### config.mk
export PLATFORM = sky130hd
export DESIGN_NAME = rfr_ctrl
export DESIGN_NICKNAME = d
export VERILOG_FILES = /design/src/hw/rtl/rfr_pkg.sv /design/src/hw/rtl/rfr_ctrl.sv
export SDC_FILE = /design/constraint.sdc
export NUM_CORES = 1
export LEC_CHECK = 0
export BUFFER_PORTS_ARGS = -buffer_cell sky130_fd_sc_hd__buf_2
export CAP_MARGIN = 5
export CORE_MARGIN = 10
export CORE_UTILIZATION = 42
export CTS_BUF_LIST = sky130_fd_sc_hd__clkbuf_8
export CTS_CLUSTER_DIAMETER = 200
export CTS_CLUSTER_SIZE = 25
export DETAILED_ROUTE_END_ITERATION = 8
export MAX_ROUTING_LAYER = met4
export PLACE_DENSITY = 0.65
export SYNTH_ARGS = -nofsm -noshare
export SYNTH_HDL_FRONTEND = slang
export SYNTH_SLANG_ARGS = --single-unit
### constraint.sdc
create_clock -name clk -period 3.1 [get_ports clk]
set_input_delay 0.62 -clock clk [delete_from_list [all_inputs] [get_ports clk]]
set_output_delay 0.62 -clock clk [all_outputs]
set_load 0.02 [all_outputs]
### src/hw/rtl/rfr_pkg.sv
package rfr_pkg;

    // command codes of the input word
    localparam logic [1:0] CMD_CLEAR  = 2'd0;
    localparam logic [1:0] CMD_APPEND = 2'd1;
    localparam logic [1:0] CMD_QUERY  = 2'd2;

    // fixed configuration of the resampler
    localparam int FACE_VERTICES = 3;
    localparam int MAX_SAMPLES   = 4096;
    localparam int DIV_BITS      = 16;
    localparam int CNT_W         = 5;

    localparam logic [31:0] DELTA_X_RESET = 32'h0001_0000;
    localparam logic [16:0] FRAC_ONE      = 17'h1_0000;

    // datapath operation codes issued by the controller
    localparam int OP_W = 5;
    localparam logic [OP_W-1:0] DP_NOP      = 5'd0;
    localparam logic [OP_W-1:0] DP_LOAD     = 5'd1;
    localparam logic [OP_W-1:0] DP_CLEAR    = 5'd2;
    localparam logic [OP_W-1:0] DP_MAC      = 5'd3;
    localparam logic [OP_W-1:0] DP_MACEND   = 5'd4;
    localparam logic [OP_W-1:0] DP_WRITE    = 5'd5;
    localparam logic [OP_W-1:0] DP_XMUL     = 5'd6;
    localparam logic [OP_W-1:0] DP_CAPLO    = 5'd7;
    localparam logic [OP_W-1:0] DP_CAPHI    = 5'd8;
    localparam logic [OP_W-1:0] DP_SEARCH   = 5'd9;
    localparam logic [OP_W-1:0] DP_SCMP     = 5'd10;
    localparam logic [OP_W-1:0] DP_DIVINIT  = 5'd11;
    localparam logic [OP_W-1:0] DP_FRAC     = 5'd12;
    localparam logic [OP_W-1:0] DP_DIV      = 5'd13;
    localparam logic [OP_W-1:0] DP_VMUL     = 5'd14;
    localparam logic [OP_W-1:0] DP_VFIN     = 5'd15;
    localparam logic [OP_W-1:0] DP_RES_ZERO = 5'd16;
    localparam logic [OP_W-1:0] DP_RES_FULL = 5'd17;
    localparam logic [OP_W-1:0] DP_OUTLOAD  = 5'd18;

    typedef struct packed {
        logic [OP_W-1:0] op;
    } dp_cmd_t;

    typedef struct packed {
        logic [1:0] cmd;
        logic       full;
        logic       query_ok;
        logic       mac_last;
        logic       in_range;
        logic       search_more;
        logic       frac_special;
        logic       div_last;
        logic       out_free;
    } dp_stat_t;

endpackage

### src/hw/rtl/rfr_ctrl.sv
module rfr_ctrl (
    input  logic              clk,
    input  logic              rst_n,
    input  logic              in_valid,
    output logic              in_stall,
    input  rfr_pkg::dp_stat_t stat,
    output rfr_pkg::dp_cmd_t  ctl
);

    import rfr_pkg::*;

    localparam logic [3:0] S_IDLE    = 4'd0;
    localparam logic [3:0] S_DECODE  = 4'd1;
    localparam logic [3:0] S_MAC     = 4'd2;
    localparam logic [3:0] S_MACEND  = 4'd3;
    localparam logic [3:0] S_WRITE   = 4'd4;
    localparam logic [3:0] S_RD0     = 4'd5;
    localparam logic [3:0] S_RDN     = 4'd6;
    localparam logic [3:0] S_OUTSIDE = 4'd7;
    localparam logic [3:0] S_SEARCH  = 4'd8;
    localparam logic [3:0] S_SCMP    = 4'd9;
    localparam logic [3:0] S_FRAC    = 4'd10;
    localparam logic [3:0] S_DIV     = 4'd11;
    localparam logic [3:0] S_VMUL    = 4'd12;
    localparam logic [3:0] S_VFIN    = 4'd13;
    localparam logic [3:0] S_DONE    = 4'd14;

    logic [3:0]      state_reg;
    logic [3:0]      state_next;
    logic [OP_W-1:0] op;

    assign in_stall = (state_reg != S_IDLE);
    assign ctl.op   = op;

    always_comb
    begin
        state_next = state_reg;
        op         = DP_NOP;
        unique case (state_reg)
            S_IDLE:
            begin
                if (in_valid)
                begin
                    op         = DP_LOAD;
                    state_next = S_DECODE;
                end
            end
            S_DECODE:
            begin
                unique case (stat.cmd)
                    CMD_CLEAR:
                    begin
                        op         = DP_CLEAR;
                        state_next = S_DONE;
                    end
                    CMD_APPEND:
                    begin
                        if (stat.full)
                        begin
                            op         = DP_RES_FULL;
                            state_next = S_DONE;
                        end
                        else
                        begin
                            state_next = S_MAC;
                        end
                    end
                    CMD_QUERY:
                    begin
                        if (stat.query_ok)
                        begin
                            op         = DP_XMUL;
                            state_next = S_RD0;
                        end
                        else
                        begin
                            op         = DP_RES_ZERO;
                            state_next = S_DONE;
                        end
                    end
                    default:
                    begin
                        op         = DP_RES_ZERO;
                        state_next = S_DONE;
                    end
                endcase
            end
            S_MAC:
            begin
                op = DP_MAC;
                if (stat.mac_last)
                begin
                    state_next = S_MACEND;
                end
            end
            S_MACEND:
            begin
                op         = DP_MACEND;
                state_next = S_WRITE;
            end
            S_WRITE:
            begin
                op         = DP_WRITE;
                state_next = S_DONE;
            end
            S_RD0:
            begin
                op         = DP_CAPLO;
                state_next = S_RDN;
            end
            S_RDN:
            begin
                op         = DP_CAPHI;
                state_next = stat.in_range ? S_SEARCH : S_OUTSIDE;
            end
            S_OUTSIDE:
            begin
                op         = DP_RES_ZERO;
                state_next = S_DONE;
            end
            S_SEARCH:
            begin
                if (stat.search_more)
                begin
                    op         = DP_SEARCH;
                    state_next = S_SCMP;
                end
                else
                begin
                    op         = DP_DIVINIT;
                    state_next = S_FRAC;
                end
            end
            S_SCMP:
            begin
                op         = DP_SCMP;
                state_next = S_SEARCH;
            end
            S_FRAC:
            begin
                op         = DP_FRAC;
                state_next = stat.frac_special ? S_VMUL : S_DIV;
            end
            S_DIV:
            begin
                op = DP_DIV;
                if (stat.div_last)
                begin
                    state_next = S_VMUL;
                end
            end
            S_VMUL:
            begin
                op         = DP_VMUL;
                state_next = S_VFIN;
            end
            S_VFIN:
            begin
                op         = DP_VFIN;
                state_next = S_DONE;
            end
            S_DONE:
            begin
                if (stat.out_free)
                begin
                    op         = DP_OUTLOAD;
                    state_next = S_IDLE;
                end
            end
            default:
            begin
                state_next = S_IDLE;
            end
        endcase
    end

    always_ff @(posedge clk or negedge rst_n)
    begin
        if (!rst_n)
        begin
            state_reg <= S_IDLE;
        end
        else
        begin
            state_reg <= state_next;
        end
    end

endmodule

==> flow_summary_export.csv, run 1 <==
group,metric,value,unit
status,status,"finished clean",
logic_synthesis,synth_top_area_share,12.90,%
cells_and_area,layout_common_cells,"18 x buf_2, 11 x a21oi_1, 9 x nand2_1, 7 x nand2b_1, 6 x nor2_1",
sta,layout_setup_ws,0.6035,ns
placement,io_buffers,18,
pwr,total_power,0.9537,mW
pwr,powerDensity,1100,mW/mm2
routing,routed_via_density,5.768,
cells_and_area,final_nets,136,
placement,post-place-ws,0.7346,ns
worst_setup_path,crit_chain,"nor4_1, a21oi_1, o21ai_1, a21oi_1, buf_2",
die,dieHeight,62.98,um
cts,ctsHoldBuffers,0,
cts,post_cts_buffers,0,
die,num_rows,15,
die,dieArea,0.003966,mm2
global_route,grt_start_max_net_pins,32,
worst_setup_path,max_stage_delay,0.68,ns
die,fp.coreArea,0.001745,mm2
routing,ant_nets,0,
min_path,min_path_type,"input port to async pin",
pwr,ir_drop,0.0005444,V
cells_and_area,syn_to_final_growth,11.77,%
global_route,grt_pass1_wl,3187,um
cells_and_area,antenna_cells,0,
logic_synthesis,synth_cells,105,
logic_synthesis,synth.area.top_cells,"dfrtp_1 13%, buf_6 7.3%, a21oi_1 7.1%",
run,cap_violations,0,
routing,drt_first_iter_violations,32,
routing,wl_per_cell,13.61,um
cells_and_area,final_util,49.68,%
cts,cts_resized,0,
global_route,grtUsageTotal,9.959,%
logic_synthesis,ys_ff_latch,4,
worst_setup_path,setup.worst_path.end_class,"output port",
cts,cts_tree,"yes",
worst_setup_path,required,2.48,ns
sta,fin_crit_sh,80.53,%
worst_setup_path,cp_top_family,"flip-flops",
cells_and_area,multi_input_area,574.3,um2
placement,dpl.hpwl,1463,um
pwr,cellLeakagePower,0.3803,nW
cells_and_area,drive_above_1_share,27.35,%
logic_synthesis,syn_area_per_cell,7.388,um2
worst_setup_path,critPathMostFrequentCell,"a21oi_1",
cts,cts-root-buf,"clkbuf_8",
sta,slew_headroom,42.85,%
routing,drt-total-wl,1933,um
logic_synthesis,syn-cell-area,775.7,um2
logic_synthesis,synth.net_count,122,
global_route,grt_pass1_vias,721,
worst_setup_path,startpoint_type,"flop",
sta,max_freq,0.4006,GHz
sta,tns,0,ns
cells_and_area,n_fill_cell,184,
worst_setup_path,worstPathMaxFanout,31,
sta,fin_skew,0.003352,ns
cts,clock_latency,0.23,ns
worst_setup_path,cp.arrival,1.88,ns
global_route,grt-ovfl-total,0,
routing,drc,0,
die,initial_core_util,44.44,%
cts,cts_num_sinks,4,
cts,cts_buffer_depth,2,
routing,firstDrtPassIters,4,
worst_setup_path,path_class,"flop to output port",
global_route,antenna_found_initial,0,
worst_setup_path,cp_slowest_cell,"dfrtp_1",
cells_and_area,largest_register_ffs,4,
routing,via_count,819,
logic_synthesis,ys.warnings.count,0,
sta,final_hold_viol_count,0,
cts,path_clk_slew,0.03,ns
cts,cts.htree.levels,1,
sta,rsz0062_at_grt,"no",
die,io_pins,19,
global_route,met2_usage,14.72,%
worst_setup_path,worst-path-buf-inv,1,
global_route,use_met3,1.971,%
logic_synthesis,synth-seq-area-share,12.90,%
die,die_w,62.98,um
sta,final_max_slew_viol_count,0,
sta,period_needed,2.497,ns
cells_and_area,layout_commonest_cell,"buf_2",
placement,place_congestion,0.8374,
cells_and_area,seq_area,100.1,um2
logic_synthesis,synth_cell_type_count,39,
sta,setup_viol,0,
global_route,grt-busiest-layer,"met2",
cts,cts_made_buffers,3,
sta,worst_pin_slew,0.8573,ns
global_route,use_met1,12.02,%
logic_synthesis,post-synth-top-area-cell,"dfrtp_1",
==> layer usage <==
layer	routed length (um)	share of wire, %	up-vias
met1	908	47	384
met5	0	0	-
met4	27	1.4	0
met2	924	48	23
met3	72	3.7	2
li1	-	-	410
==> cell families after synthesis <==
family | after synthesis | synth area share (%)
simple gates | 39 | 28.06
flops | 4 | 12.90
compound gates | 42 | 38.06
fa+ha+maj | 4 | 6.452
mux | 1 | 1.452
buf+inv | 15 | 13.06
==> through the flow <==
step                      area (um2)  hold WS [ns]  std cells
after CTS                      867.1        0.1920        142
after floorplan                775.7        0.3244        105
after global routing           867.1        0.1893        142
after global placement         825.8        0.4240        139
final                          867.1        0.1916        142
after detailed placement       825.8        0.4303        139
==> worst paths after layout <==
| kind | startpoint | endpoint | slack [ns] | depth (start not counted) |
|---|---|---|---|---|
| max | state_reg[3]$_DFFE_PN0P_ | ctl[0] | 0.60 | 5 |
| min | rst_n | state_reg[2]$_DFFE_PN0P_ | 0.19 | 1 |
| max reg2reg | state_reg[3]$_DFFE_PN0P_ | state_reg[2]$_DFFE_PN0P_ | 1.33 | 4 |
| min reg2reg | state_reg[2]$_DFFE_PN0P_ | state_reg[2]$_DFFE_PN0P_ | 0.88 | 2 |
| max in group asynchronous | rst_n | state_reg[3]$_DFFE_PN0P_ | 2.79 | 1 |
| min in group clk | stat[0] | state_reg[2]$_DFFE_PN0P_ | 0.67 | 2 |
==> final cells by class <==
| class | count | share of cell area [%] |
|---|---|---|
| multi-input cells | 86 | 66.23 |
| flip-flops and latches | 4 | 11.54 |
| repair buffers | 20 | 12.12 |
| well taps | 25 | 3.608 |
| inverters | 4 | 1.732 |
| clock buffers | 3 | 4.762 |
==> report_power, final <==
group / leakage (nW) / internal (mW) / switching [mW]
sequential: 0.0476 / 0.0793 / 0.153
combinational: 0.311 / 0.289 / 0.318
clock: 0.0216 / 0.0831 / 0.0311
==> synth_stat cells (all sizes together) <==
| cell | count |
|---|---|
| nor3b | 1 |
| a41o | 1 |
| nor3 | 2 |
| a21oi | 11 |
| buf | 11 |
| dfrtp | 4 |
| a2111oi | 1 |
| and3 | 1 |
| and3b | 1 |
| o21ai | 9 |
| o31ai | 1 |
| nor2b | 3 |
| nand3 | 2 |
| a21o | 1 |
| a2bb2oi | 2 |
| mux2 | 1 |
| a31oi | 5 |
| o22ai | 3 |
| o21a | 1 |
| nand2b | 7 |
| ha | 4 |
| a211oi | 2 |
| nand2 | 9 |
| nand3b | 3 |
| inv | 4 |
| nor4 | 2 |
| o41ai | 1 |
| nor2 | 7 |
| and4bb | 1 |
| o31a | 1 |
| o21bai | 3 |
(Power assumes the default switching activity.)
==> inputs of run 2 (changes only) <==
==> constraint.sdc (replaced) <==
create_clock -name clk -period 2.3 [get_ports clk]
set_input_delay 0.46 -clock clk [delete_from_list [all_inputs] [get_ports clk]]
set_output_delay 0.46 -clock clk [all_outputs]
set_load 0.02 [all_outputs]
==> run 2 against run 1 <==
Routed wire length increased by 6.3%. Critical path depth increased by 1. Combinational power increased by 56%. Final area increased by 3.5%. Sequential share of layout area decreased by 0.39 points. Total power increased by 40%. First-iteration DRC count decreased by 38%. Non-clock buffer count increased by 4. Clock power increased by 29%. Worst hold slack got worse by 0.15 ns. Via count decreased by 0.37%. Highest routed layer unchanged. Setup slack got worse by 0.43 ns.
==> flow_summary_export.csv, run 2 (synthesized netlist as in run 1, its figures left out) <==
group,metric,value,unit
cells_and_area,drive_above_1_share,29.75,%
cts,cts_tree,"yes",
cts,cts-root-buf,"clkbuf_8",
placement,dp.cells,143,
run,cap_violations,0,
routing,ant_nets,0,
routing,via_count,816,
cts,clock_latency,0.22,ns
die,io_pins,19,
routing,wl_per_cell,14.08,um
die,num_rows,15,
cts,cts_buffer_depth,2,
pwr,power_frac_comb,70.7,%
die,initial_core_util,44.44,%
cells_and_area,largest_register_ffs,4,
global_route,grt_pass1_wl,3553,um
pwr,clock_power_share,11.0,%
sta,slew_headroom,64.66,%
placement,place_congestion,0.8073,
routing,routed_via_density,5.589,
sta,whs,0.03675,ns
sta,fin_crit_sh,92.25,%
pwr,p_int,0.6503,mW
cells_and_area,layout_commonest_cell,"buf_2",
pwr,ir_drop,0.0006766,V
worst_setup_path,required,1.84,ns
pwr,cellLeakagePower,0.3997,nW
placement,io_buffers,18,
cells_and_area,instances_no_fill,146,
global_route,grt_pass1_vias,800,
cts,cts.htree.levels,1,
die,dieArea,0.003966,mm2
global_route,antenna_found_initial,0,
sta,rsz0062_at_grt,"no",
sta,worst_pin_slew,0.5302,ns
sta,setup_viol,0,
placement,dpl.hpwl,1651,um
cts,cts_num_sinks,4,
cells_and_area,antenna_cells,0,
global_route,grtUsageTotal,10.71,%
cells_and_area,final_nets,140,
pwr,powerDensity,1492,mW/mm2
routing,drt-total-wl,2055,um
cts,cts_resized,0,
die,fp.coreArea,0.001745,mm2
sta,final_hold_viol_count,0,
status,status,"finished clean",
pwr,pwr-share-seq,18.4,%
cts,path_clk_slew,0.03,ns
routing,drc,0,
cells_and_area,design_area,897.1,um2
global_route,grt_start_max_net_pins,18,
pwr,swShare,51.43,%
cts,ctsHoldBuffers,0,
sta,max_freq,0.4713,GHz
worst_setup_path,path_class,"flop to output port",
worst_setup_path,startpoint_type,"flop",
cells_and_area,final_util,51.40,%
sta,final_max_slew_viol_count,0,
sta,fin_skew,0.005764,ns
cts,cts_made_buffers,3,
worst_setup_path,cp.arrival,1.66,ns
routing,firstDrtPassIters,4,
worst_setup_path,worstPathMaxFanout,14,
placement,place_area,855.8,um2
die,die_w,62.98,um
die,dieHeight,62.98,um
cells_and_area,syn_to_final_growth,15.65,%
pwr,switching_power,0.6885,mW
global_route,grt-ovfl-total,0,
routing,drt_first_iter_violations,20,
worst_setup_path,setup.worst_path.end_class,"output port",
cells_and_area,layout_common_cells,"18 x buf_2, 11 x a21oi_1, 9 x nand2_1, 7 x nand2b_1",
min_path,min_path_type,"input port to async pin",
cells_and_area,n_fill_cell,168,
sta,tns,0,ns
cts,post_cts_buffers,0,
sta,period_needed,2.122,ns
run 2: cell count changes in the layout (fill, tap and decap cells not counted):
cell,change
buf_4,+4
run 2: worst max-delay path, cell delays in order, from the launching register on:
cell      delay (ns)
dfrtp_1         0.59
buf_4           0.27
nor2_1          0.07
o21ai_0         0.12
nand2b_1        0.09
a21oi_1         0.14
buf_2           0.17
run 2: metrics by stage:
| step | total power [mW] | setup WS (ns) |
|---|---|---|
| finish | 1.339 | 0.1782 |
| global route | 1.468 | 0.02915 |
| CTS | 1.353 | 0.1429 |
| detailed placement | 1.202 | 0.2520 |
| global placement | 1.188 | 0.3062 |
| floorplan | 1.025 | 0.5001 |
run 2: final timing paths:
check	slack [ns]	cells past startpoint	start	endpoint
worst min-delay path	0.04	1	rst_n	state_reg[0]$_DFFE_PN0P_
worst min register to register	0.75	2	state_reg[3]$_DFFE_PN0P_	state_reg[3]$_DFFE_PN0P_
worst max register to register	0.65	6	state_reg[1]$_DFFE_PN0P_	state_reg[0]$_DFFE_PN0P_
max in group asynchronous	2.14	1	rst_n	state_reg[1]$_DFFE_PN0P_
min in group clk	0.54	2	stat[0]	state_reg[2]$_DFFE_PN0P_
worst max-delay path	0.18	6	state_reg[2]$_DFFE_PN0P_	ctl[1]
run 2: per-layer routing:
layer / up-vias / GRT usage, % / wire (um)
met5: - / - / 0
met4: 0 / 3.911 / 14
met3: 2 / 1.434 / 51
met2: 18 / 17.39 / 1048
met1: 379 / 13.03 / 941
li1: 417 / - / -
run 2: power by group through the flow:
stage | clock network [mW] | logic (mW) | registers (mW)
after global placement | 0 | 0.941 | 0.247
after global routing | 0.156 | 1.05 | 0.263
after detailed placement | 0 | 0.954 | 0.248
after floorplan | 0 | 0.891 | 0.134
final | 0.147 | 0.946 | 0.246
after CTS | 0.150 | 0.957 | 0.246
run 2: layout make-up:
class / instances / area (um2) / share of cell area (%)
Clock buffer: 3 / 41.29 / 4.603
Inverter: 4 / 15.01 / 1.674
Multi-Input combinational cell: 86 / 574.3 / 64.02
Sequential cell: 4 / 100.1 / 11.16
Tap cell: 25 / 31.28 / 3.487
Timing Repair Buffer: 24 / 135.1 / 15.06
==> inputs of run 3 (changes only) <==
--- a/config.mk
+++ b/config.mk
@@ -7,7 +7,6 @@
 export LEC_CHECK = 0
 export BUFFER_PORTS_ARGS = -buffer_cell sky130_fd_sc_hd__buf_2
 export CAP_MARGIN = 5
-export CORE_MARGIN = 10
 export CORE_UTILIZATION = 42
 export CTS_BUF_LIST = sky130_fd_sc_hd__clkbuf_8
 export CTS_CLUSTER_DIAMETER = 200
==> run 3 against run 2 <==
Final area decreased by 0.84%. Clock power barely moved. Sequential share of layout area increased by 0.094 points.
==> flow_summary_export.csv, run 3 (synthesized netlist as in run 1, its figures left out) <==
group,metric,value,unit
routing,via_count,798,
pwr,ir_drop,0.0006424,V
cts,post_cts_buffers,0,
pwr,clock_power_share,11.1,%
cts,cts_buffer_depth,2,
routing,firstDrtPassIters,4,
pwr,p_int,0.6410,mW
run,cap_violations,0,
pwr,pwr-share-seq,11.7,%
sta,rsz0062_at_grt,"no",
sta,max_freq,0.4903,GHz
cells_and_area,layout_common_cells,"18 x buf_2, 11 x a21oi_1, 9 x nand2_1, 7 x nand2b_1, 6 x nor2_1",
status,status,"finished clean",
sta,slew_headroom,72.73,%
worst_setup_path,path_class,"input port to output port",
cells_and_area,n_fill_cell,167,
die,dieArea,0.002023,mm2
sta,worst_pin_slew,0.4053,ns
worst_setup_path,cp.arrival,1.58,ns
cells_and_area,largest_register_ffs,4,
cells_and_area,syn_to_final_growth,14.68,%
cells_and_area,antenna_cells,0,
routing,ant_nets,0,
sta,setup_viol,0,
routing,drt_first_iter_violations,15,
cells_and_area,layout_commonest_cell,"buf_2",
cts,clock_latency,0.22,ns
routing,routed_via_density,5.503,
cts,ctsHoldBuffers,0,
pwr,powerDensity,1472,mW/mm2
pwr,cellLeakagePower,0.3951,nW
routing,wl_per_cell,11.76,um
placement,io_buffers,18,
worst_setup_path,worstPathMaxFanout,4,
cts,cts_resized,0,
cts,cts_tree,"yes",
die,fp.coreArea,0.001727,mm2
pwr,swShare,51.03,%
die,io_pins,19,
worst_setup_path,required,1.84,ns
sta,fin_crit_sh,88.67,%
global_route,antenna_found_initial,0,
min_path,min_path_type,"input port to async pin",
cts,path_clk_slew,0.03,ns
placement,dpl.hpwl,1267,um
routing,drt-total-wl,1705,um
die,die_w,44.98,um
cts,cts_num_sinks,4,
cells_and_area,final_nets,139,
cts,cts-root-buf,"clkbuf_8",
pwr,switching_power,0.6681,mW
sta,fin_skew,0.003578,ns
placement,place_congestion,0.8181,
sta,tns,0,ns
sta,final_max_slew_viol_count,0,
routing,drc,0,
global_route,grtUsageTotal,19.91,%
die,num_rows,15,
global_route,grt-ovfl-total,0,
worst_setup_path,startpoint_type,"input port",
cts,cts_made_buffers,3,
sta,period_needed,2.039,ns
pwr,power_frac_comb,77.2,%
cells_and_area,drive_above_1_share,29.17,%
cts,cts.htree.levels,1,
global_route,grt_pass1_wl,2842,um
die,initial_core_util,44.93,%
global_route,grt_start_max_net_pins,31,
die,dieHeight,44.98,um
global_route,grt_pass1_vias,659,
pwr,total_power,1.309,mW
worst_setup_path,setup.worst_path.end_class,"output port",
sta,final_hold_viol_count,0,
-- run 3: power groups by stage --
| stage | logic (mW) | clock network, mW | registers [mW] |
|---|---|---|---|
| floorplan | 0.891 | 0 | 0.134 |
| global placement | 1.00 | 0 | 0.151 |
| detailed placement | 1.01 | 0 | 0.152 |
| CTS | 1.01 | 0.149 | 0.152 |
| global route | 1.13 | 0.153 | 0.159 |
| finish | 1.01 | 0.145 | 0.153 |
-- run 3: final timing paths --
kind,startpoint,to,slack [ns],cells past startpoint
max,stat[8],ctl[4],0.26,9
min,rst_n,state_reg[0]$_DFFE_PN0P_,0.04,1
max reg2reg,state_reg[1]$_DFFE_PN0P_,state_reg[1]$_DFFE_PN0P_,0.80,6
min reg2reg,state_reg[0]$_DFFE_PN0P_,state_reg[0]$_DFFE_PN0P_,0.66,2
max in group asynchronous,rst_n,state_reg[1]$_DFFE_PN0P_,2.14,1
min in group clk,stat[0],state_reg[2]$_DFFE_PN0P_,0.53,2
-- run 3: through the flow --
step	cell area (um2)	cells	setup slack [ns]	util, %	hold slack (ns)
global placement	848.3	142	0.3068	49.13	0.2644
CTS	889.6	145	0.2529	51.52	0.03700
global route	889.6	145	0.04370	51.52	0.03780
floorplan	775.7	105	0.5001	-	0.1644
finish	889.6	145	0.2606	51.52	0.03723
detailed placement	848.3	142	0.2581	49.13	0.2663
-- run 3: worst max-delay path, stage by stage --
cell,delay (ns)
buf_2,0.10
inv_1,0.05
ha_1,0.23
nand2b_1,0.12
nand2_1,0.06
o21ai_1,0.11
a21oi_1,0.08
a41o_1,0.20
buf_2,0.15
-- run 3: final cells by class --
| type | instances | area [um2] | share of cell area, % |
|---|---|---|---|
| Tap cell | 25 | 31.28 | 3.516 |
| Multi-Input combinational cell | 86 | 574.3 | 64.56 |
| Inverter | 4 | 15.01 | 1.688 |
| Clock buffer | 3 | 41.29 | 4.641 |
| Timing Repair Buffer | 23 | 127.6 | 14.35 |
| Sequential cell | 4 | 100.1 | 11.25 |
-- run 3: per-layer routing --
metal / wire (um) / vias to the layer above / share of wire, % / track usage [%]
li1: - / 418 / - / -
met1: 789 / 355 / 46 / 25.61
met2: 833 / 23 / 49 / 31.01
met3: 70 / 2 / 4.1 / 3.600
met4: 12 / 0 / 0.70 / 7.273
met5: 0 / - / 0 / -
